### src/cbls_pkg.sv
`timescale 1ns / 1ps

package cbls_pkg;

    localparam int NUM_CHAN = 4;
    localparam int CHAN_W = 8;
    localparam int LEN_W = 2 * CHAN_W;

    localparam logic [1:0] CH_ZERO  = 2'd0;
    localparam logic [1:0] CH_ONE   = 2'd1;
    localparam logic [1:0] CH_TWO   = 2'd2;
    localparam logic [1:0] CH_ALPHA = 2'd3;

    localparam logic [CHAN_W-1:0] FULL_SCALE = 8'd255;

    typedef logic [CHAN_W-1:0] chan_t;
    typedef logic [LEN_W-1:0] len_t;

    // per-cycle control shared by all lanes
    typedef struct packed {
        logic accept;
        logic first;
        logic load_s1;
        logic load_s2;
    } lane_ctl_t;

endpackage

### src/color_box_longest_side.sv
`timescale 1ns / 1ps
// one pixel accepted per cycle while pixel_stall is low; each channel lane updates its corners on every accepted pixel
// result appears on box_valid after the last pixel of a run is accepted, passing through these registered steps:
// corners captured at the accepting edge, lane multiply, then merge compare into the output
// a new run may start in the cycle right after a last pixel
// reset clears the open-run flag and the stage valid flags; corner registers are not reset

module color_box_longest_side
    import cbls_pkg::*;
(
    input  logic        clk,
    input  logic        rst_n,
    input  logic        pixel_valid,
    output logic        pixel_stall,
    input  logic [7:0]  chan_zero,
    input  logic [7:0]  chan_one,
    input  logic [7:0]  chan_two,
    input  logic [7:0]  chan_alpha,
    input  logic        last_pixel,
    output logic        box_valid,
    input  logic        box_stall,
    output logic [7:0]  min_zero,
    output logic [7:0]  min_one,
    output logic [7:0]  min_two,
    output logic [7:0]  min_alpha,
    output logic [7:0]  max_zero,
    output logic [7:0]  max_one,
    output logic [7:0]  max_two,
    output logic [7:0]  max_alpha,
    output logic [1:0]  longest_index,
    output logic [15:0] longest_length
);

    logic in_run_reg;
    logic v1_reg;
    logic v2_reg;
    logic v3_reg;
    logic rdy1;
    logic rdy2;
    logic rdy3;
    logic accept;
    logic load3;
    lane_ctl_t ctl;

    chan_t pix      [NUM_CHAN];
    chan_t s1_max   [NUM_CHAN];
    chan_t s2_min   [NUM_CHAN];
    chan_t s2_max   [NUM_CHAN];
    len_t  s2_len   [NUM_CHAN];
    chan_t box_min  [NUM_CHAN];
    chan_t box_max  [NUM_CHAN];

    assign rdy3 = !v3_reg || !box_stall;
    assign rdy2 = !v2_reg || rdy3;
    assign rdy1 = !v1_reg || rdy2;
    assign pixel_stall = !rdy1;
    assign accept = pixel_valid && rdy1;
    assign load3 = v2_reg && rdy3;

    assign ctl.accept = accept;
    assign ctl.first = !in_run_reg;
    assign ctl.load_s1 = accept && last_pixel;
    assign ctl.load_s2 = v1_reg && rdy2;

    assign pix[CH_ZERO] = chan_zero;
    assign pix[CH_ONE] = chan_one;
    assign pix[CH_TWO] = chan_two;
    assign pix[CH_ALPHA] = chan_alpha;

    always_ff @(posedge clk or negedge rst_n)
    begin
        if (!rst_n)
        begin
            in_run_reg <= 1'b0;
            v1_reg <= 1'b0;
            v2_reg <= 1'b0;
            v3_reg <= 1'b0;
        end
        else
        begin
            if (accept)
                in_run_reg <= !last_pixel;
            if (ctl.load_s1)
                v1_reg <= 1'b1;
            else if (ctl.load_s2)
                v1_reg <= 1'b0;
            if (ctl.load_s2)
                v2_reg <= 1'b1;
            else if (load3)
                v2_reg <= 1'b0;
            if (load3)
                v3_reg <= 1'b1;
            else if (!box_stall)
                v3_reg <= 1'b0;
        end
    end

    for (genvar g = 0; g < NUM_CHAN; g++)
    begin : g_lane
        // alpha side uses full scale, color sides use the run's max alpha
        chan_t weight;
        assign weight = (g == int'(CH_ALPHA)) ? FULL_SCALE : s1_max[CH_ALPHA];

        cbls_lane u_lane (
            .clk    (clk),
            .ctl    (ctl),
            .pix    (pix[g]),
            .weight (weight),
            .s1_max (s1_max[g]),
            .s2_min (s2_min[g]),
            .s2_max (s2_max[g]),
            .s2_len (s2_len[g])
        );
    end

    cbls_merge u_merge (
        .clk         (clk),
        .load        (load3),
        .lane_min    (s2_min),
        .lane_max    (s2_max),
        .lane_len    (s2_len),
        .box_min     (box_min),
        .box_max     (box_max),
        .best_index  (longest_index),
        .best_length (longest_length)
    );

    assign box_valid = v3_reg;
    assign min_zero = box_min[CH_ZERO];
    assign min_one = box_min[CH_ONE];
    assign min_two = box_min[CH_TWO];
    assign min_alpha = box_min[CH_ALPHA];
    assign max_zero = box_max[CH_ZERO];
    assign max_one = box_max[CH_ONE];
    assign max_two = box_max[CH_TWO];
    assign max_alpha = box_max[CH_ALPHA];

endmodule

### src/cbls_lane.sv
`timescale 1ns / 1ps

module cbls_lane
    import cbls_pkg::*;
(
    input  logic      clk,
    input  lane_ctl_t ctl,
    input  chan_t     pix,
    input  chan_t     weight,
    output chan_t     s1_max,
    output chan_t     s2_min,
    output chan_t     s2_max,
    output len_t      s2_len
);

    chan_t run_min_reg;
    chan_t run_max_reg;
    chan_t run_min_next;
    chan_t run_max_next;
    chan_t s1_min_reg;
    chan_t s1_max_reg;
    chan_t s2_min_reg;
    chan_t s2_max_reg;
    len_t  s2_len_reg;
    chan_t side;

    always_comb
    begin
        if (ctl.first)
        begin
            run_min_next = pix;
            run_max_next = pix;
        end
        else
        begin
            run_min_next = (pix < run_min_reg) ? pix : run_min_reg;
            run_max_next = (pix > run_max_reg) ? pix : run_max_reg;
        end
    end

    assign side = s1_max_reg - s1_min_reg;

    always_ff @(posedge clk)
    begin
        if (ctl.accept)
        begin
            run_min_reg <= run_min_next;
            run_max_reg <= run_max_next;
        end
        // corners of the closing run, captured with the last pixel
        if (ctl.load_s1)
        begin
            s1_min_reg <= run_min_next;
            s1_max_reg <= run_max_next;
        end
        if (ctl.load_s2)
        begin
            s2_min_reg <= s1_min_reg;
            s2_max_reg <= s1_max_reg;
            s2_len_reg <= {{CHAN_W{1'b0}}, side} * {{CHAN_W{1'b0}}, weight};
        end
    end

    assign s1_max = s1_max_reg;
    assign s2_min = s2_min_reg;
    assign s2_max = s2_max_reg;
    assign s2_len = s2_len_reg;

endmodule

### src/cbls_merge.sv
`timescale 1ns / 1ps

module cbls_merge
    import cbls_pkg::*;
(
    input  logic       clk,
    input  logic       load,
    input  chan_t      lane_min [NUM_CHAN],
    input  chan_t      lane_max [NUM_CHAN],
    input  len_t       lane_len [NUM_CHAN],
    output chan_t      box_min  [NUM_CHAN],
    output chan_t      box_max  [NUM_CHAN],
    output logic [1:0] best_index,
    output len_t       best_length
);

    localparam logic [1:0] ORDER [NUM_CHAN] = '{CH_ALPHA, CH_ONE, CH_TWO, CH_ZERO};

    chan_t      min_reg [NUM_CHAN];
    chan_t      max_reg [NUM_CHAN];
    logic [1:0] index_reg;
    len_t       length_reg;
    logic [1:0] index_next;
    len_t       length_next;

    // strict greater-than keeps the earlier channel on a tie
    always_comb
    begin
        index_next = CH_ZERO;
        length_next = '0;
        for (int k = 0; k < NUM_CHAN; k++)
        begin
            if (lane_len[ORDER[k]] > length_next)
            begin
                length_next = lane_len[ORDER[k]];
                index_next = ORDER[k];
            end
        end
    end

    always_ff @(posedge clk)
    begin
        if (load)
        begin
            min_reg <= lane_min;
            max_reg <= lane_max;
            index_reg <= index_next;
            length_reg <= length_next;
        end
    end

    assign box_min = min_reg;
    assign box_max = max_reg;
    assign best_index = index_reg;
    assign best_length = length_reg;

endmodule

### config.mk
export PLATFORM = sky130hd
export DESIGN_NAME = color_box_longest_side
export DESIGN_NICKNAME = d
export VERILOG_FILES = /design/src/cbls_pkg.sv /design/src/color_box_longest_side.sv /design/src/cbls_lane.sv /design/src/cbls_merge.sv
export SDC_FILE = /design/constraint.sdc
export NUM_CORES = 1
export LEC_CHECK = 0
export BUFFER_PORTS_ARGS = -buffer_cell sky130_fd_sc_hd__buf_2
export CAP_MARGIN = 40
export CORE_ASPECT_RATIO = 2
export CORE_MARGIN = 2
export CORE_UTILIZATION = 50
export CTS_BUF_LIST = sky130_fd_sc_hd__clkbuf_8
export DETAILED_ROUTE_END_ITERATION = 10
export PLACE_DENSITY = 0.67
export SKIP_LAST_GASP = 1
export SLEW_MARGIN = 20
export SYNTH_ARGS = -nofsm -noshare
export SYNTH_HDL_FRONTEND = slang
export SYNTH_SLANG_ARGS = --single-unit
export TNS_END_PERCENT = 1
### constraint.sdc
create_clock -name clk -period 12.4 [get_ports clk]
set_clock_uncertainty 0.1 [all_clocks]
set_input_delay 1.24 -clock clk [delete_from_list [all_inputs] [get_ports clk]]
set_output_delay 1.24 -clock clk [all_outputs]
set_load 0.02 [all_outputs]
==> results of run 1 <==
through the flow:
step	setup WS, ps	instance area, sq um	util	instances
3_5_place_dp	3440	26000	0.536	2923
3_3_place_gp	3410	25900	0.534	2917
5_1_grt	2810	27100	0.559	3016
4_1_cts	3400	27100	0.558	3011
6_report	3380	27100	0.559	3016
2_1_floorplan	4460	24600	-	2197
kinds of logic after synthesis:
kind of cell,count (synthesis),synth area share
and+or+nand+nor,528,0.113
adders and majority gates,421,0.258
buffers and inverters,419,0.0647
AOI/OAI and AO/OA,376,0.103
DFF,342,0.417
xor gates and xnor gates,65,0.0232
muxes,46,0.0203
per-layer routing:
metal,part of all wire,wire [um]
met1,0.34,20800
met2,0.58,35100
met3,0.036,2210
met4,0.048,2910
met5,0.00021,13
final cells by class:
type	count	area, sq um	area share
antenna	1	2.50	0.0000923
clock buffer	48	661	0.0244
clock inverter	40	415	0.0153
inverter	362	1360	0.0501
multi-input combinational	1436	12700	0.470
sequential	342	10200	0.378
tap	638	798	0.0294
timing repair buffer	149	882	0.0325
critical path, cell delays in order, from the launching register on:
cell and delay [ps]:
edfxtp_1 420, ha_1 340, nand4_2 200, nor4_4 390, inv_2 80, o221a_4 330
nor2_2 620, a21o_1 340, inv_1 90, ha_1 300, nand4_1 300, nor4_2 610
nand2b_1 560, nand2b_1 220, o311a_1 650, o21ai_2 330, buf_8 260, mux2i_1 130
ha_1 310, o21a_1 120, o21ai_0 60, a21oi_1 120, o31ai_1 120, a21oi_4 120
buf_4 430, clkinv_1 700, o2111ai_1 310, nand3_1 110
how the worst min path moves through the flow:
stage	slack, ps	start	end
floorplan	300	g_lane[3].u_lane.s2_max[0]	u_merge.box_max[0]
global placement	300	g_lane[2].u_lane.s2_min[6]	u_merge.box_min[14]
detailed placement	300	g_lane[0].u_lane.s2_max[7]	u_merge.box_max[31]
CTS	260	rst_n	box_valid
global route	280	rst_n	v1_reg
finish	300	g_lane[3].u_lane.s2_max[0]	u_merge.box_max[0]
Yosys cell counts (all sizes together), types with 16 or more instances:
master  number
inv        360
edfxtp     338
ha         279
nand2      170
fa         142
a21oi      105
nor2        71
o21ai       71
and2        63
a21o        50
o211ai      50
xnor2       49
clkbuf      47
nor3b       45
nor2b       39
nand3       37
mux2        30
nand2b      17
mux2i       16
xor2        16
cell usage in the layout, fill, tap and decap left out, drive strengths merged, types with 5 or more instances in the layout:
| cell | netlist | layout |
|---|---|---|
| a21boi | 14 | 14 |
| bufinv | 0 | 8 |
| a21oi | 105 | 105 |
| nor2 | 71 | 71 |
| o21a | 10 | 10 |
| nor4b | 14 | 14 |
| mux2 | 30 | 30 |
| and3 | 9 | 9 |
| and2 | 63 | 63 |
| buf | 10 | 149 |
| or3b | 7 | 7 |
| o2111ai | 15 | 15 |
| fa | 142 | 142 |
| o311ai | 8 | 8 |
| o21ai | 71 | 71 |
| or2 | 9 | 9 |
| nand4 | 11 | 11 |
| ha | 279 | 279 |
| clkbuf | 47 | 48 |
| inv | 360 | 369 |
| nor3 | 15 | 15 |
| a21o | 50 | 50 |
| clkinv | 2 | 22 |
| nand2b | 17 | 17 |
| nor3b | 45 | 45 |
| o211ai | 50 | 50 |
| nand3 | 37 | 37 |
| nor2b | 39 | 39 |
| or3 | 10 | 10 |
| xor2 | 16 | 16 |
| mux2i | 16 | 16 |
| nor4 | 7 | 7 |
| xnor2 | 49 | 49 |
| a211oi | 5 | 5 |
| nand2 | 170 | 170 |
| o31a | 15 | 15 |
| edfxtp | 338 | 338 |
==> run_results.csv, run 1 <==
group,metric,value,unit
outcome,status,"finished, final reports clean",
detailed_routing,ant_nets,0,
detailed_routing,first_pass_iters,7,
detailed_routing,drt_iter0_markers,772,
global_routing,met1_usage,0.240,
finish,largest_reg_flops,64,
clock_tree,clk_pin_slew,90,ps
placed_design,gp_congestion,0.947,
clock_tree,clock_latency,630,ps
sta,whs,304,ps
sta,tightestPinTransition,873,ps
logic_synthesis,ys_types,70,
sta,rsz0062_at_grt,"false",
sta,clock.fmax,0.111,GHz
finish,finish.net_count,2797,
logic_synthesis,async_flop_share,0.0117,
finish,fill_cells,4234,
logic_synthesis,synth_nets,2655,
min_path,hold_depth,0,
logic_synthesis,synth_edf_count,338,
critical_path,ff2ff_path_depth,27,
global_routing,grt_max_degree,54,
clock_tree,clock_path_buffers,3,
global_routing,globalRouteMet3Util,0.0308,
global_routing,grt_pass1_wl,97.9,mm
clock_tree,cts_max_level,2,
logic_synthesis,syn_area_per_cell,11.2,sq um
logic_synthesis,netlist_area,0.0246,sq mm
die,fp.dieW,161,um
flow_run,max-cap-violations,0,
sta,hold_violations,0,
clock_tree,cts_resized,0,
die,start_util,0.506,
critical_path,end_kind,"flip-flop",
global_routing,grt_pass1_vias,18300,
sta,finalCritPeriodShare,0.727,
global_routing,grtUsageTotal,0.244,
logic_synthesis,ys_ff_latch,342,
detailed_routing,drt_wl_total,61.0,mm
critical_path,r2r_end,"u_merge.best_length[13]",
global_routing,grt_overflow,0,
die,core,0.0485,sq mm
die,num_rows,114,
clock_tree,cts_buffers,48,
detailed_routing,drc,0,
finish,drive_gt1_frac,0.120,
sta,slew_violations,0,
clock_tree,cts_tree,"built",
critical_path,cp-startpoint,"g_lane[1].u_lane.s2_len[13]",
die,die_area,0.0510,sq mm
sta,setup_violations,0,
logic_synthesis,syn-instance-count,2197,
global_routing,busiest_layer,"met2",
critical_path,start_kind,"flip-flop",
sta,period_needed,9020,ps
clock_tree,clkSinkCount,342,
detailed_routing,vias_per_cell,5.62,
sta,setup_tns,0,ps
critical_path,worst-setup-path-type,"reg -> reg",
logic_synthesis,yosysTopAreaCell,"edfxtp_1",
critical_path,timing.rr.start,"g_lane[1].u_lane.s2_len[13]",
critical_path,crit_path_end,"u_merge.best_length[13]",
critical_path,worstPathArrival,9270,ps
clock_tree,ctsRootBufferMaster,"clkbuf_8",
placed_design,hpwl,47.6,mm
die,die_h,317,um
die,pin_count,121,
logic_synthesis,yosysWarnings,0,
detailed_routing,wl_per_cell,20.2,um
logic_synthesis,synth_area_leaders,"edfxtp_1 (41%), ha_1 (14%), fa_1 (12%)",
logic_synthesis,synth_top_area_frac,0.413,
placed_design,io_buffer_count,120,
clock_tree,hold_buffers,0,
logic_synthesis,seq_area_frac_synth,0.417,
logic_synthesis,synthFlopType,"edfxtp_1",
clock_tree,post-cts-setup-buffer-count,0,
critical_path,r2r_slack,3380,ps
detailed_routing,vias,16900,
critical_path,critPathRequiredTime,12650,ps
global_routing,grt_use_met2,0.493,
global_routing,antenna_found_initial,2,
min_path,hp-class,"reg -> reg",
sta,relSlewSlack,0.418,
critical_path,cp_max_fo,47,
finish,flow.area_growth_from_synthesis,10.4,%
Power of run 1 is not shown: default switching activity piles up to over one toggle a cycle in this logic, so the estimate is an artifact.
==> run 2, diff against run 1 <==
--- a/config.mk
+++ b/config.mk
@@ -12,7 +12,7 @@
 export CORE_UTILIZATION = 50
 export CTS_BUF_LIST = sky130_fd_sc_hd__clkbuf_8
 export DETAILED_ROUTE_END_ITERATION = 10
-export PLACE_DENSITY = 0.67
+export PLACE_DENSITY = 0.7
 export SKIP_LAST_GASP = 1
 export SLEW_MARGIN = 20
 export SYNTH_ARGS = -nofsm -noshare
==> constraint.sdc (replaced) <==
create_clock -name clk -period 8 [get_ports clk]
set_clock_uncertainty 0.1 [all_clocks]
set_input_delay 0.8 -clock clk [delete_from_list [all_inputs] [get_ports clk]]
set_output_delay 0.8 -clock clk [all_outputs]
set_load 0.02 [all_outputs]
==> run 2 against run 1 <==
Sequential cell count unchanged. Highest routed layer is now met4. Non-clock buffer count up 10. Cell area up 0.24%. Utilization increased by 0.13 points. First-iteration DRC count rose by 10%. Die area stayed put. Via count is 0.80% higher. Sequential share of layout area is 0.091 points lower. Routed wire length increased by 0.33%. Global-route usage is essentially flat. Maximum frequency is 22% higher. Worst hold slack better by 5.5 ps.
==> run_results.csv, run 2 (synthesis gave the netlist of run 1 again) <==
group,metric,value,unit
detailed_routing,ant_nets,0,
die,start_util,0.506,
clock_tree,clk_pin_slew,80,ps
sta,hold_violations,0,
detailed_routing,wl_met1,20.4,mm
detailed_routing,drt_iter0_markers,849,
critical_path,max_stage_delay,550,ps
global_routing,grt_overflow,0,
die,num_rows,114,
detailed_routing,wl_met3,2.52,mm
sta,clock.fmax,0.135,GHz
critical_path,worst-setup-path-type,"reg -> reg",
die,die_area,0.0510,sq mm
critical_path,worstPathArrival,7810,ps
critical_path,critical_path.slowest_cell,"or4_1",
min_path,hp-class,"reg -> reg",
min_path,hp-start,"g_lane[0].u_lane.s2_min[6]",
global_routing,antenna_found_initial,2,
finish,fill_cells,4189,
detailed_routing,drc,0,
die,fp.dieW,161,um
critical_path,start_kind,"flip-flop",
critical_path,ff2ff_path_depth,29,
finish,final_cell_mix,"inv_1 (366), edfxtp_1 (338), ha_1 (279), nand2_1 (170), fa_1 (142)",
global_routing,grt_pass1_wl,97.4,mm
sta,tightestPinTransition,883,ps
sta,slew_violations,0,
critical_path,end_kind,"flip-flop",
critical_path,cp_max_fo,46,
critical_path,timing.rr.start,"g_lane[1].u_lane.s2_len[14]",
placed_design,io_buffer_count,120,
finish,drive_gt1_frac,0.123,
critical_path,r2r_end,"u_merge.best_length[6]",
sta,setup_violations,0,
finish,flow.area_growth_from_synthesis,10.7,%
placed_design,hpwl,47.8,mm
clock_tree,cts_max_level,2,
global_routing,grt_pass1_vias,18500,
global_routing,grtUsageTotal,0.244,
die,core,0.0485,sq mm
detailed_routing,first_pass_iters,5,
detailed_routing,vias_per_cell,5.64,
clock_tree,clock_latency,640,ps
finish,fin_util,0.560,
detailed_routing,wl_met2,34.2,mm
sta,relSlewSlack,0.412,
die,die_h,317,um
placed_design,gp_congestion,0.945,
detailed_routing,highest_layer,"met4",
finish,finish.net_count,2807,
critical_path,critPathRequiredTime,8400,ps
sta,finalCritPeriodShare,0.926,
detailed_routing,wl_per_cell,20.2,um
sta,setup_tns,0,ps
sta,period_needed,7400,ps
die,pin_count,121,
sta,rsz0062_at_grt,"false",
finish,largest_reg_flops,64,
detailed_routing,drt_wl_total,61.2,mm
outcome,status,"finished, final reports clean",
flow_run,max-cap-violations,0,
min_path,min_to,"u_merge.box_min[30]",
min_path,hold_depth,0,
critical_path,cp-startpoint,"g_lane[1].u_lane.s2_len[14]",
detailed_routing,vias,17100,
clock_tree,ctsRootBufferMaster,"clkbuf_8",
clock_tree,cts_tree,"built",
global_routing,grt_max_degree,67,
finish,final_common_cell,"inv_1",
critical_path,r2r_slack,600,ps
clock_tree,clkSinkCount,342,
clock_tree,clock_path_buffers,3,
clock_tree,cts_buffers,48,
run 2: worst max path at each step:
| stage | end | slack (ps) | cells past startpoint |
|---|---|---|---|
| after detailed placement | u_merge.best_length[11] | 380 | 27 |
| after CTS | u_merge.best_length[11] | 340 | 27 |
| after floorplan | u_merge.best_index[0] | 500 | 1 |
| final | u_merge.best_length[6] | 600 | 29 |
| after global routing | u_merge.best_length[13] | 30 | 26 |
| after global placement | u_merge.best_length[11] | 430 | 27 |
run 2: timing repair:
item / in CTS / in global routing
hold buffers: 1 / 0
resized for setup: 0 / 3
endpoints found under the setup margin: 0 / 17
buffers inserted: 0 / 0
endpoints found under the hold margin: 4 / 0
run 2: final cells by class:
cell class | count | area [sq um] | area share
repair buffers | 159 | 971 | 0.0357
clock buffers | 48 | 661 | 0.0243
flip-flops and latches | 342 | 10200 | 0.377
diodes | 1 | 2.50 | 0.0000921
clock inverters | 41 | 372 | 0.0137
well taps | 638 | 798 | 0.0294
multi-input cells | 1436 | 12800 | 0.470
inverters | 362 | 1360 | 0.0501
run 2: metal layers:
metal / global-route usage / up-vias
met5: 0 / -
met1: 0.240 / 8439
met2: 0.475 / 482
met4: 0.148 / 0
li1: - / 7964
met3: 0.0322 / 188
run 2: metrics by stage:
step | cell area, sq um | instances | hold slack [ps] | worst slack (ps)
final | 27200 | 3027 | 309 | 595
after global routing | 27200 | 3027 | 326 | 34.2
after CTS | 27100 | 3023 | 309 | 336
after detailed placement | 26100 | 2933 | 305 | 377
after global placement | 26000 | 2929 | 302 | 430
after floorplan | 24600 | 2197 | 300 | 495
run 2: worst max-delay path: cells and delay by family, from the launching register on:
family          cells  cell delay, ps
mux                 1             130
flops               1             410
buf+inv             6            1140
simple gates        9            2620
fa+ha+maj           3             860
compound gates     10            1990
Power of run 2 is left out for the same reason.
